<file path="src/cprt_pkg.sv">
package cprt_pkg;

	localparam int TABLE_DEPTH       = 32;
	localparam int MAX_PREFIX_DIGITS = 12;
	localparam int CARD_DIGITS       = 12;

	localparam int DIG_W   = 4;
	localparam int VALUE_W = 40;
	localparam int ENT_W   = DIG_W + VALUE_W;
	localparam int CARD_W  = 4 * CARD_DIGITS;
	localparam int CNT_W   = $clog2(TABLE_DEPTH + 1);
	localparam int ADDR_W  = (TABLE_DEPTH > 1) ? $clog2(TABLE_DEPTH) : 1;
	localparam int PFX_N   = CARD_DIGITS + 1;
	localparam int PFX_AW  = $clog2(PFX_N);
	localparam int POW_W   = 50;

	typedef enum logic [1:0] {
		FN_CLEAR  = 2'd0,
		FN_APPEND = 2'd1,
		FN_LOOKUP = 2'd2
	} func_t;

	typedef enum logic [2:0] {
		STS_NOT_FOUND = 3'd0,
		STS_FOUND     = 3'd1,
		STS_EMPTY     = 3'd2,
		STS_APPENDED  = 3'd3,
		STS_FULL      = 3'd4,
		STS_BAD_ENTRY = 3'd5
	} status_t;

	typedef enum logic [1:0] {
		S_IDLE,
		S_PREP,
		S_SCAN,
		S_DONE
	} state_t;

	function automatic logic [POW_W-1:0] pow10(input logic [DIG_W-1:0] d);
		logic [POW_W-1:0] p;
		case (d)
			4'd0:    p = 50'd1;
			4'd1:    p = 50'd10;
			4'd2:    p = 50'd100;
			4'd3:    p = 50'd1000;
			4'd4:    p = 50'd10000;
			4'd5:    p = 50'd100000;
			4'd6:    p = 50'd1000000;
			4'd7:    p = 50'd10000000;
			4'd8:    p = 50'd100000000;
			4'd9:    p = 50'd1000000000;
			4'd10:   p = 50'd10000000000;
			4'd11:   p = 50'd100000000000;
			4'd12:   p = 50'd1000000000000;
			4'd13:   p = 50'd10000000000000;
			4'd14:   p = 50'd100000000000000;
			default: p = 50'd1000000000000000;
		endcase
		return p;
	endfunction

	function automatic logic bound_ok(input logic [DIG_W-1:0] d, input logic [VALUE_W-1:0] v);
		logic ok;
		if (d == '0 || 32'(d) > MAX_PREFIX_DIGITS) begin
			ok = 1'b0;
		end else begin
			ok = POW_W'(v) < pow10(d);
		end
		return ok;
	endfunction

	// prefix length is capped by the card digits held in the scratch table
	function automatic logic [PFX_AW-1:0] clip_digits(input logic [DIG_W-1:0] d);
		logic [PFX_AW-1:0] a;
		if (32'(d) > CARD_DIGITS) begin
			a = PFX_AW'(CARD_DIGITS);
		end else begin
			a = PFX_AW'(d);
		end
		return a;
	endfunction

endpackage

</file>
<file path="src/card_prefix_range_table.sv">
// Card prefix range table.
// Input channel (in_valid/in_ready) carries one command item: clear, append
// a low/high bound pair, or look up a BCD card number. Output channel
// (out_valid/out_ready) returns one status item per command, in order.
// Clear, append and lookup on an empty table finish in the accept cycle; the
// status is visible on the next cycle.
// A lookup first builds the card's decimal prefixes, one digit per cycle
// (one write into the 13-entry scratch table each), then walks the bound
// memories one entry per cycle through a read pipeline (bound read, prefix
// read, compare). It stops at the first match. One item is in work at a time.
// Reset clears the entry count and the output valid; the bound memories are
// not cleared and only entries below the count are ever read.
// A finished status sits in the output register until taken; a new clear or
// append is accepted in the same cycle the pending status is taken, and a
// finished lookup waits in its last state while the receiver stalls.
module card_prefix_range_table (
	input  logic                             clk,
	input  logic                             arst_n,
	input  logic                             in_valid,
	output logic                             in_ready,
	input  logic [1:0]                       func,
	input  logic [cprt_pkg::DIG_W-1:0]       low_digits,
	input  logic [cprt_pkg::VALUE_W-1:0]     low_value,
	input  logic [cprt_pkg::DIG_W-1:0]       high_digits,
	input  logic [cprt_pkg::VALUE_W-1:0]     high_value,
	input  logic [cprt_pkg::CARD_W-1:0]      card_bcd,
	input  logic [cprt_pkg::DIG_W-1:0]       card_digits,
	output logic                             out_valid,
	input  logic                             out_ready,
	output logic [2:0]                       status
);
	import cprt_pkg::*;

	state_t state_q, state_d;

	logic [CNT_W-1:0]   count_q;
	logic               out_valid_q;
	status_t            status_q;

	logic               slot_free, in_fire, append_ok, start_lookup, do_append;
	logic               out_load, done_load;
	status_t            imm_status, load_status;

	// prefix build
	logic [PFX_AW-1:0]  k_q;
	logic               stop_q;
	logic [CARD_W-1:0]  card_q;
	logic [PFX_AW-1:0]  cd_lim_q;
	logic [VALUE_W-1:0] v_q;
	logic [3:0]         nib;
	logic [VALUE_W+3:0] mul10;
	logic               take_digit, prep_last;

	// scan pipeline
	logic [CNT_W-1:0]   scan_idx_q;
	logic               issue, v_s1_q, v_s2_q, match_s2, scan_end, found_q;
	logic [ENT_W-1:0]   low_rd_q, high_rd_q;
	logic [VALUE_W-1:0] lo_val_s2, hi_val_s2;
	logic [VALUE_W-1:0] pfx_lo_rd_q, pfx_hi_rd_q;

	logic [ENT_W-1:0]   low_mem  [TABLE_DEPTH];
	logic [ENT_W-1:0]   high_mem [TABLE_DEPTH];
	logic [VALUE_W-1:0] pfx_mem  [PFX_N];

	assign slot_free = !out_valid_q || out_ready;
	assign in_fire   = in_valid && in_ready;
	assign append_ok = (32'(count_q) < TABLE_DEPTH) && bound_ok(low_digits, low_value) &&
		bound_ok(high_digits, high_value);

	always_comb begin
		unique case (func)
			FN_CLEAR:  imm_status = STS_EMPTY;
			FN_APPEND: begin
				if (32'(count_q) >= TABLE_DEPTH) begin
					imm_status = STS_FULL;
				end else if (!append_ok) begin
					imm_status = STS_BAD_ENTRY;
				end else begin
					imm_status = STS_APPENDED;
				end
			end
			FN_LOOKUP: imm_status = (count_q == '0) ? STS_EMPTY : STS_NOT_FOUND;
			default:   imm_status = STS_NOT_FOUND;
		endcase
	end

	assign start_lookup = in_fire && (func == FN_LOOKUP) && (count_q != '0);
	assign do_append    = in_fire && (func == FN_APPEND) && append_ok;

	assign nib        = card_q[CARD_W-1 -: 4];
	assign take_digit = !stop_q && (k_q < cd_lim_q) && (nib <= 4'd9);
	assign mul10      = {v_q, 3'b000} + {2'b00, v_q, 1'b0} + {{VALUE_W{1'b0}}, nib};
	assign prep_last  = (32'(k_q) == CARD_DIGITS);

	assign match_s2 = v_s2_q && (pfx_lo_rd_q >= lo_val_s2) && (pfx_hi_rd_q <= hi_val_s2);

	always_comb begin
		state_d = state_q;
		unique case (state_q)
			S_IDLE: if (start_lookup) state_d = S_PREP;
			S_PREP: if (prep_last) state_d = S_SCAN;
			S_SCAN: if (scan_end) state_d = S_DONE;
			S_DONE: if (slot_free) state_d = S_IDLE;
			default: state_d = S_IDLE;
		endcase
	end

	always_comb begin
		in_ready  = 1'b0;
		issue     = 1'b0;
		scan_end  = 1'b0;
		done_load = 1'b0;
		unique case (state_q)
			S_IDLE: in_ready = slot_free;
			S_PREP: ;
			S_SCAN: begin
				issue    = (scan_idx_q != count_q) && !match_s2;
				scan_end = match_s2 || ((scan_idx_q == count_q) && !v_s1_q && !v_s2_q);
			end
			S_DONE: done_load = slot_free;
			default: ;
		endcase
	end

	assign out_load    = (in_fire && !start_lookup) || done_load;
	assign load_status = done_load ? (found_q ? STS_FOUND : STS_NOT_FOUND) : imm_status;

	always_ff @(posedge clk or negedge arst_n) begin
		if (!arst_n) begin
			state_q     <= S_IDLE;
			count_q     <= '0;
			out_valid_q <= 1'b0;
			status_q    <= STS_NOT_FOUND;
			k_q         <= '0;
			stop_q      <= 1'b0;
			scan_idx_q  <= '0;
			v_s1_q      <= 1'b0;
			v_s2_q      <= 1'b0;
			found_q     <= 1'b0;
		end else begin
			state_q <= state_d;
			if (in_fire && func == FN_CLEAR) begin
				count_q <= '0;
			end else if (do_append) begin
				count_q <= count_q + 1'b1;
			end
			if (out_load) begin
				out_valid_q <= 1'b1;
				status_q    <= load_status;
			end else if (out_ready) begin
				out_valid_q <= 1'b0;
			end
			if (start_lookup) begin
				k_q        <= '0;
				stop_q     <= 1'b0;
				scan_idx_q <= '0;
			end else if (state_q == S_PREP) begin
				if (!prep_last) k_q <= k_q + 1'b1;
				if (!take_digit) stop_q <= 1'b1;
			end else if (issue) begin
				scan_idx_q <= scan_idx_q + 1'b1;
			end
			v_s1_q <= issue;
			v_s2_q <= v_s1_q && !match_s2;
			if (scan_end) found_q <= match_s2;
		end
	end

	always_ff @(posedge clk) begin
		if (start_lookup) begin
			card_q   <= card_bcd;
			cd_lim_q <= clip_digits(card_digits);
			v_q      <= '0;
		end else if (state_q == S_PREP) begin
			card_q <= {card_q[CARD_W-5:0], 4'h0};
			if (take_digit) v_q <= mul10[VALUE_W-1:0];
		end
		lo_val_s2 <= low_rd_q[VALUE_W-1:0];
		hi_val_s2 <= high_rd_q[VALUE_W-1:0];
	end

	// bound memories
	always_ff @(posedge clk) begin
		if (do_append) begin
			low_mem[count_q[ADDR_W-1:0]]  <= {low_digits, low_value};
			high_mem[count_q[ADDR_W-1:0]] <= {high_digits, high_value};
		end
		low_rd_q  <= low_mem[scan_idx_q[ADDR_W-1:0]];
		high_rd_q <= high_mem[scan_idx_q[ADDR_W-1:0]];
	end

	// card prefix scratch: entry k holds the value of the first k usable digits
	always_ff @(posedge clk) begin
		if (state_q == S_PREP) begin
			pfx_mem[k_q] <= v_q;
		end
		pfx_lo_rd_q <= pfx_mem[clip_digits(low_rd_q[ENT_W-1 -: DIG_W])];
		pfx_hi_rd_q <= pfx_mem[clip_digits(high_rd_q[ENT_W-1 -: DIG_W])];
	end

	assign out_valid = out_valid_q;
	assign status    = status_q;

	a_count_range: assert property (@(posedge clk) disable iff (!arst_n)
		32'(count_q) <= TABLE_DEPTH)
		else $error("entry count above table depth");

	a_clear: assert property (@(posedge clk) disable iff (!arst_n)
		(in_fire && func == FN_CLEAR) |=> (count_q == '0))
		else $error("clear did not empty the table");

	a_scan_nonempty: assert property (@(posedge clk) disable iff (!arst_n)
		(state_q == S_SCAN) |-> (count_q != '0))
		else $error("scan with empty table");

	a_pipe_in_scan: assert property (@(posedge clk) disable iff (!arst_n)
		(v_s1_q || v_s2_q) |-> (state_q == S_SCAN))
		else $error("scan pipeline busy outside scan");

endmodule
</file>
<file path="config.mk">
export PLATFORM = sky130hd
export DESIGN_NAME = card_prefix_range_table
export DESIGN_NICKNAME = d
export VERILOG_FILES = /design/src/cprt_pkg.sv /design/src/card_prefix_range_table.sv
export SDC_FILE = /design/constraint.sdc
export NUM_CORES = 2
export LEC_CHECK = 0
export BUFFER_PORTS_ARGS = -buffer_cell sky130_fd_sc_hd__buf_2
export CORE_MARGIN = 2
export CORE_UTILIZATION = 65
export CTS_BUF_LIST = sky130_fd_sc_hd__clkbuf_4 sky130_fd_sc_hd__clkbuf_8 sky130_fd_sc_hd__clkbuf_16
export DETAILED_ROUTE_END_ITERATION = 8
export MAX_ROUTING_LAYER = met4
export PLACE_DENSITY = 0.82
export SYNTH_ARGS = -nofsm -noshare
export SYNTH_HDL_FRONTEND = slang
export SYNTH_MEMORY_MAX_BITS = 65536
export SYNTH_SLANG_ARGS = --single-unit
</file>
<file path="constraint.sdc">
create_clock -name clk -period 14 [get_ports clk]
set_input_delay 0 -clock clk [delete_from_list [all_inputs] [get_ports clk]]
set_output_delay 0 -clock clk [all_outputs]
set_load 0.05 [all_outputs]
</file>
Word-level counts from Yosys, hierarchy flattened
Memory sizes are Yosys's and may differ from the RTL's. A register that Yosys moved wholly into a read port is not among the register bits.
Cells that the tools add are included.
{"block": "word_totals", "register_bits": 198, "mem_bits_rw": 3336, "rom_bits": 1568, "out_inout_bits": 5, "elab_cells": 136, "memories": 5}
{"block": "op_classes", "add_sub_neg": 5, "n_lt_le_gt_ge": 13, "n_eq_ne": 15, "n_mux": 40, "n_reduce_logical": 43}
{"name": "high_mem", "depth": 32, "word_bits": 44, "read_ports": 1, "rd_clocked_by_memory_dff": 1, "wr": 1, "line_no": "card_prefix_range_table.sv:62", "rtl": "logic [ENT_W-1:0] high_mem [TABLE_DEPTH];"}
{"name": "low_mem", "depth": 32, "word_bits": 44, "read_ports": 1, "rd_clocked_by_memory_dff": 1, "wr": 1, "line_no": "card_prefix_range_table.sv:61", "rtl": "logic [ENT_W-1:0] low_mem [TABLE_DEPTH];"}
{"name": "(no name shown)", "depth": 16, "word_bits": 49, "read_ports": 1, "rd_clocked_by_memory_dff": 0, "wr": 0, "line_no": "cprt_pkg.sv:41", "rtl": "case (d)"}
{"name": "(no name shown)", "depth": 16, "word_bits": 49, "read_ports": 1, "rd_clocked_by_memory_dff": 0, "wr": 0, "line_no": "cprt_pkg.sv:41"}
{"name": "pfx_mem", "depth": 13, "word_bits": 40, "read_ports": 2, "rd_clocked_by_memory_dff": 2, "wr": 1, "line_no": "card_prefix_range_table.sv:63", "rtl": "logic [VALUE_W-1:0] pfx_mem [PFX_N];"}
{"cell": "$lt A40 B50 Y1", "count": 2}
{"cell": "$mux W50", "count": 2}
{"cell": "$mux W48", "count": 2}
{"cell": "$add A40 B4 Y40", "count": 1}
{"cell": "$add A40 B40 Y40", "count": 1}
{"cell": "$ge A40 B40 Y1", "count": 1}
{"cell": "$le A40 B40 Y1", "count": 1}
{"cell": "$mux W6", "count": 5}
{"cell": "$gt A4 B4 Y1 const B", "count": 5}
{"cell": "$mux W4", "count": 5}
{"cell": "$logic_and A1 B1 Y1", "count": 17}
{"cell": "$mux W1", "count": 16}
{"cell": "$ne A2 B2 Y1 const B", "count": 7}
{"cell": "$add A6 B1 Y6 const B", "count": 2}
{"cell": "$mux W2", "count": 5}
{"cell": "$mux W3", "count": 3}
{"cell": "$pmux W3 S3", "count": 1}
{"cell": "$logic_not A4 Y1", "count": 2}
{"cell": "$pmux W2 S4", "count": 1}
{"cell": "$reduce_and A2 Y1", "count": 4}
{"cell": "$reduce_bool A2 Y1", "count": 4}
{"cell": "$eq A2 B2 Y1 const B", "count": 3}
{"cell": "$eq A6 B6 Y1", "count": 1}
{"cell": "$ge A6 B6 Y1 const B", "count": 1}
{"cell": "13 further kinds", "count": 24}

Longest topological paths before layout
{"block": "depth", "ltp_word": 11, "ltp_mapped": 16, "mapped_depth_nobuf": 15}

Worst setup path after synthesis
Ideal clock, no wire load.
{"block": "synth_path", "kind": "input -> register", "startpoint": "in high_digits[2] in the netlist's numbering", "endpoint": "mem high_mem[23][0] in the netlist's numbering, enable pin", "t_arrival_ps": 6342, "required_ps": 13464, "setup_slack_ps": 7122, "stages": 15, "n_path_buf": 2, "path_cell_list": "clkbuf_1 -> clkinv_1 -> nor2_1 -> a32oi_1 -> ha_1 -> a21o_1 -> a21o_1 -> a21o_1 -> a21oi_1 -> o2111ai_1 -> a32o_1 -> nor4_2 -> buf_4 -> nand2_1 -> nor2_1"}
{"block": "synth_between", "elab_chain_len": 8, "word_cells_on_any_way": 11, "classes_between": "order compare: 2; mux: 4; reduce/logical: 4; memory: 1"}
{"element": "start, declared", "line_no": "card_prefix_range_table.sv:24", "rtl": "input logic [cprt_pkg::DIG_W-1:0] high_digits,"}
{"element": "$mem_v2 Z16 W49"}
{"element": "$mux W50", "line_no": "cprt_pkg.sv:64", "rtl": "if (d == '0 || 32'(d) > MAX_PREFIX_DIGITS) begin"}
{"element": "$lt A40 B50 Y1", "line_no": "cprt_pkg.sv:67", "rtl": "ok = POW_W'(v) < pow10(d);"}
{"element": "$mux W1 *", "line_no": "cprt_pkg.sv:64"}
{"element": "$logic_and A1 B1 Y1 *", "line_no": "card_prefix_range_table.sv:67", "rtl": "assign append_ok = (32'(count_q) < TABLE_DEPTH) && bound_ok(low_digits, low_value) &&"}
{"element": "$logic_and A1 B1 Y1 *", "line_no": "card_prefix_range_table.sv:88", "rtl": "assign do_append = in_fire && (func == FN_APPEND) && append_ok;"}
{"element": "$mux W1 *", "line_no": "card_prefix_range_table.sv:184", "rtl": "if (do_append) begin"}
{"element": "$mux W1 (not written as such) *", "line_no": "card_prefix_range_table.sv:186", "rtl": "high_mem[count_q[ADDR_W-1:0]] <= {high_digits, high_value};"}
{"element": "end, declared", "line_no": "card_prefix_range_table.sv:62"}
Every way passes the cells marked *; elsewhere a longest branch is shown, timed or not. The select of a mux whose other input is x is not followed.

Worst setup path in the final report
{"block": "layout_path", "startpoint": "in low_digits[1] in the netlist's numbering", "endpoint": "mem low_mem[27][3] in the netlist's numbering, enable pin"}
{"block": "layout_between", "elab_chain_len": 9, "word_cells_on_any_way": 12, "classes_between": "order compare: 2; mux: 4; reduce/logical: 5; memory: 1"}
{"element": "start, declared", "line_no": "card_prefix_range_table.sv:22", "rtl": "input logic [cprt_pkg::DIG_W-1:0] low_digits,"}
{"element": "$mem_v2 Z16 W49"}
{"element": "$mux W50", "line_no": "cprt_pkg.sv:64"}
{"element": "$lt A40 B50 Y1", "line_no": "cprt_pkg.sv:67"}
{"element": "$mux W1 *", "line_no": "cprt_pkg.sv:64"}
{"element": "$logic_and A1 B1 Y1 * (2 in a row)", "line_no": "card_prefix_range_table.sv:67"}
{"element": "$logic_and A1 B1 Y1 *", "line_no": "card_prefix_range_table.sv:88"}
{"element": "$mux W1 *", "line_no": "card_prefix_range_table.sv:184"}
{"element": "$mux W1 (not written as such) *", "line_no": "card_prefix_range_table.sv:185", "rtl": "low_mem[count_q[ADDR_W-1:0]] <= {low_digits, low_value};"}
{"element": "end, declared", "line_no": "card_prefix_range_table.sv:61"}
Marked as above.

==> results.ini <==
[outcome]
outcome=completed

[routing]
firstDrtPassIters=9
postRouteAntennaNets=0
drc_errors=0
drt_iter0_drc=13900
wl_per_cell_um=39.4
routed_via_density=7.34
wl_um=444000
vias=82600

[synth]
ys_async_sr_fraction=0.00702
syn_nets=7860
synth-edff-count=3388
synthesis.area_mm2=0.148
ys_ff_latch=3702
syn_avg_cell_area_um2=19.9
ys_warn_count=0
synth_flop_cell=edfxtp_1
netlist_instances=7446
ys_seq_area_frac=0.730
synth_cell_types=74

[floorplan]
std_cell_rows=175
initial_core_util=0.652
die_x_um=481
die_area_mm2=0.232
die_h_um=481
coreArea_mm2=0.227
pin_count=151

[clock_network]
tritoncts.num_buffers=367
clk_latency_ps=1010
root_buffer=clkbuf_16
clk_pin_slew_ps=80
htree_num_levels=5
cts_tree=yes
cts_buffer_depth=4
post_cts_buffers=0
cts_sinks=3702

[place]
finalWeightedCongestion=0.917
dp.final_hpwl_um=221000
io_buffers=150
preCtsSetupSlack_ps=7730
place_inst=10400
place_area_mm2=0.153

[sta]
rsz0062_at_grt=false
whs_ps=118
setup_viol=0
maxClockFrequency_mhz=165
min_period_ps=6080
slew_viol_final=0
min_period_over_period=0.434
tns_ps=0
slew_headroom=0.122
clock-skew-final_ps=98.1
hold_viol=0
worst_slack_ps=7920
worst_slew_pin_slew_ps=1320

[final_layout]
fillCellCount=11800
drive_gt1_frac=0.264
layout.cells.non_filler=11300
nets=8333
fin_area_mm2=0.167
area_growth_pct=12.8

[job]
maxCapViolCount=0

[global_route]
grt_pass1_wl_um=626000
grt_pass1_vias=84000
gr-usage-all-layers=0.400
grt-ovfl-total=0
grt_max_degree=141
antenna_found_initial=46

[critical_path]
crit_path_max_fanout=49
critPathMostFrequentCell=buf_4
crit_required_ps=14530
cp.arrival_ps=6600
cp-end-kind=register
crit_start=low_digits[1]
crit_path_cell_trace=dlygate4sd3_1 -> buf_2 -> buf_4 -> inv_1 -> ha_1 -> inv_1 -> o21ai_0 -> a22oi_1 -> ha_1 -> a21o_1 -> a211oi_1 -> o21ai_0 -> a22oi_1 -> o211ai_1 -> nor4_2 -> buf_4 -> nand2_1 -> nor2_4 -> buf_4 -> buf_4
worst_setup_path_start_kind=input pin
criticalPathCategory=in -> reg
reg2reg_from=scan_idx_q[0]$_DFFE_PN0P_
slowest_stage=buf_4
r2r_slack_ps=8750
max_stage_delay_ps=890

[power]
p_int_uw=23500
switching_power_uw=11200
p_comb_frac=0.303
p_leak_uw=0.0559
clkPwrFrac=0.295
p_sw_frac=0.324
p_per_area_mw_per_mm2=208
pwr-share-seq=0.402
vdd_drop_max_v=0.000200

[worst_hold_path]
hp-start=high_value[10]
hold_class=in -> reg

kinds of logic after synthesis:
group,after synthesis,synth area share
AOI/OAI and AO/OA,674,0.0305
muxes,1379,0.176
adders and majority gates,268,0.0227
buffers and inverters,596,0.0152
xor gates and xnor gates,38,0.00225
and+or+nand+nor,789,0.0237
DFF,3702,0.730
layout make-up:
| class | count | area, µm² | share of cell area |
|---|---|---|---|
| Antenna cell | 58 | 145 | 0.000869 |
| Clock buffer | 481 | 10400 | 0.0624 |
| Clock inverter | 162 | 1720 | 0.0103 |
| Inverter | 198 | 748 | 0.00448 |
| Multi-Input combinational cell | 3148 | 38000 | 0.228 |
| Sequential cell | 3702 | 108000 | 0.647 |
| Tap cell | 3009 | 3760 | 0.0225 |
| Timing Repair Buffer | 502 | 4060 | 0.0243 |
flip-flops by register name, indices dropped and copies added, names as in the netlist, 6 cells and up:
name	cells
count_q	6
pfx_lo_rd_q	40
v_q	40
high_mem	1408
high_rd_q	44
low_rd_q	44
pfx_hi_rd_q	40
scan_idx_q	6
lo_val_s2	40
hi_val_s2	40
card_q	48
low_mem	1408
pfx_mem	520
metrics by stage:
| stage | power, µW | utilization |
|---|---|---|
| 2_1_floorplan | 20500 | - |
| 3_3_place_gp | 23700 | 0.673 |
| 3_5_place_dp | 24000 | 0.673 |
| 4_1_cts | 34300 | 0.735 |
| 5_1_grt | 35500 | 0.736 |
| 6_report | 34700 | 0.736 |
layer usage:
metal | track usage | up-vias | routed length (µm)
li1 | - | 31500 | -
met1 | 0.490 | 41900 | 141000
met2 | 0.620 | 7537 | 216000
met3 | 0.0878 | 1603 | 55800
met4 | 0.235 | 0 | 30300
met5 | - | - | 0
critical path: cells and delay by family:
kind | cells | cell delay (ps)
buffers and inverters | 8 | 3260
AOI/OAI and AO/OA | 7 | 1370
and+or+nand+nor | 3 | 960
adders and majority gates | 2 | 760
cells in the final DEF (no fill, tap or decap), types with 42 or more instances in the layout:
cell / count
mux4_2: 951
clkbuf_4: 81
nor2_1: 64
ha_1: 266
inv_1: 194
clkbuf_16: 383
edfxtp_1: 3388
o22ai_1: 66
dlygate4sd3_1: 205
buf_2: 150
nand2_1: 458
o21ai_0: 129
buf_4: 135
nand3_1: 54
mux2i_1: 191
a222oi_1: 73
mux2_2: 237
diode_2: 58
a211oi_1: 42
clkinv_1: 63
dfxtp_1: 280
a21oi_1: 155
a21o_1: 72
power by group through the flow:
stage	clock network (µW)	logic [µW]	registers, µW
after global placement	0	9660	14100
after floorplan	0	7080	13400
after global routing	10600	10900	14000
after CTS	10200	10300	13900
after detailed placement	0	9900	14100
final	10200	10500	14000
worst paths after layout:
kind                       cells past startpoint                         end
hold reg to reg                                0        lo_val_s2[1]$_DFF_P_
setup reg to reg                               6       high_rd_q[34]$_DFF_P_
min in group asynchronous                      4          stop_q$_DFFE_PN0P_
hold / removal                                 2  high_mem[19][10]$_DFFE_PP_
setup / recovery                              20    low_mem[27][3]$_DFFE_PP_
max in group asynchronous                      4   scan_idx_q[2]$_DFFE_PN0P_
Yosys cell counts (54+ instances only):
cell type  count  area, µm²
mux2i_1      191       1910
clkbuf_1     286       1070
edfxtp_1    3388     102000
a222oi_1      73        731
nand3_1       54        270
buf_1         99        372
dfxtp_1      288       5770
inv_1        196        736
o21ai_0      129        646
a21o_1        72        541
nand2_1      459       1720
a21oi_1      155        776
mux4_2       951      21400
o22ai_1       66        413
ha_1         266       3330
nor2_1        96        360
mux2_2       237       2670
what timing repair did:
action,CTS,global route
hold endpoints to repair,2906,0
hold buffers,206,0
resized for setup,0,0
Power figures use the tool's default switching activity.
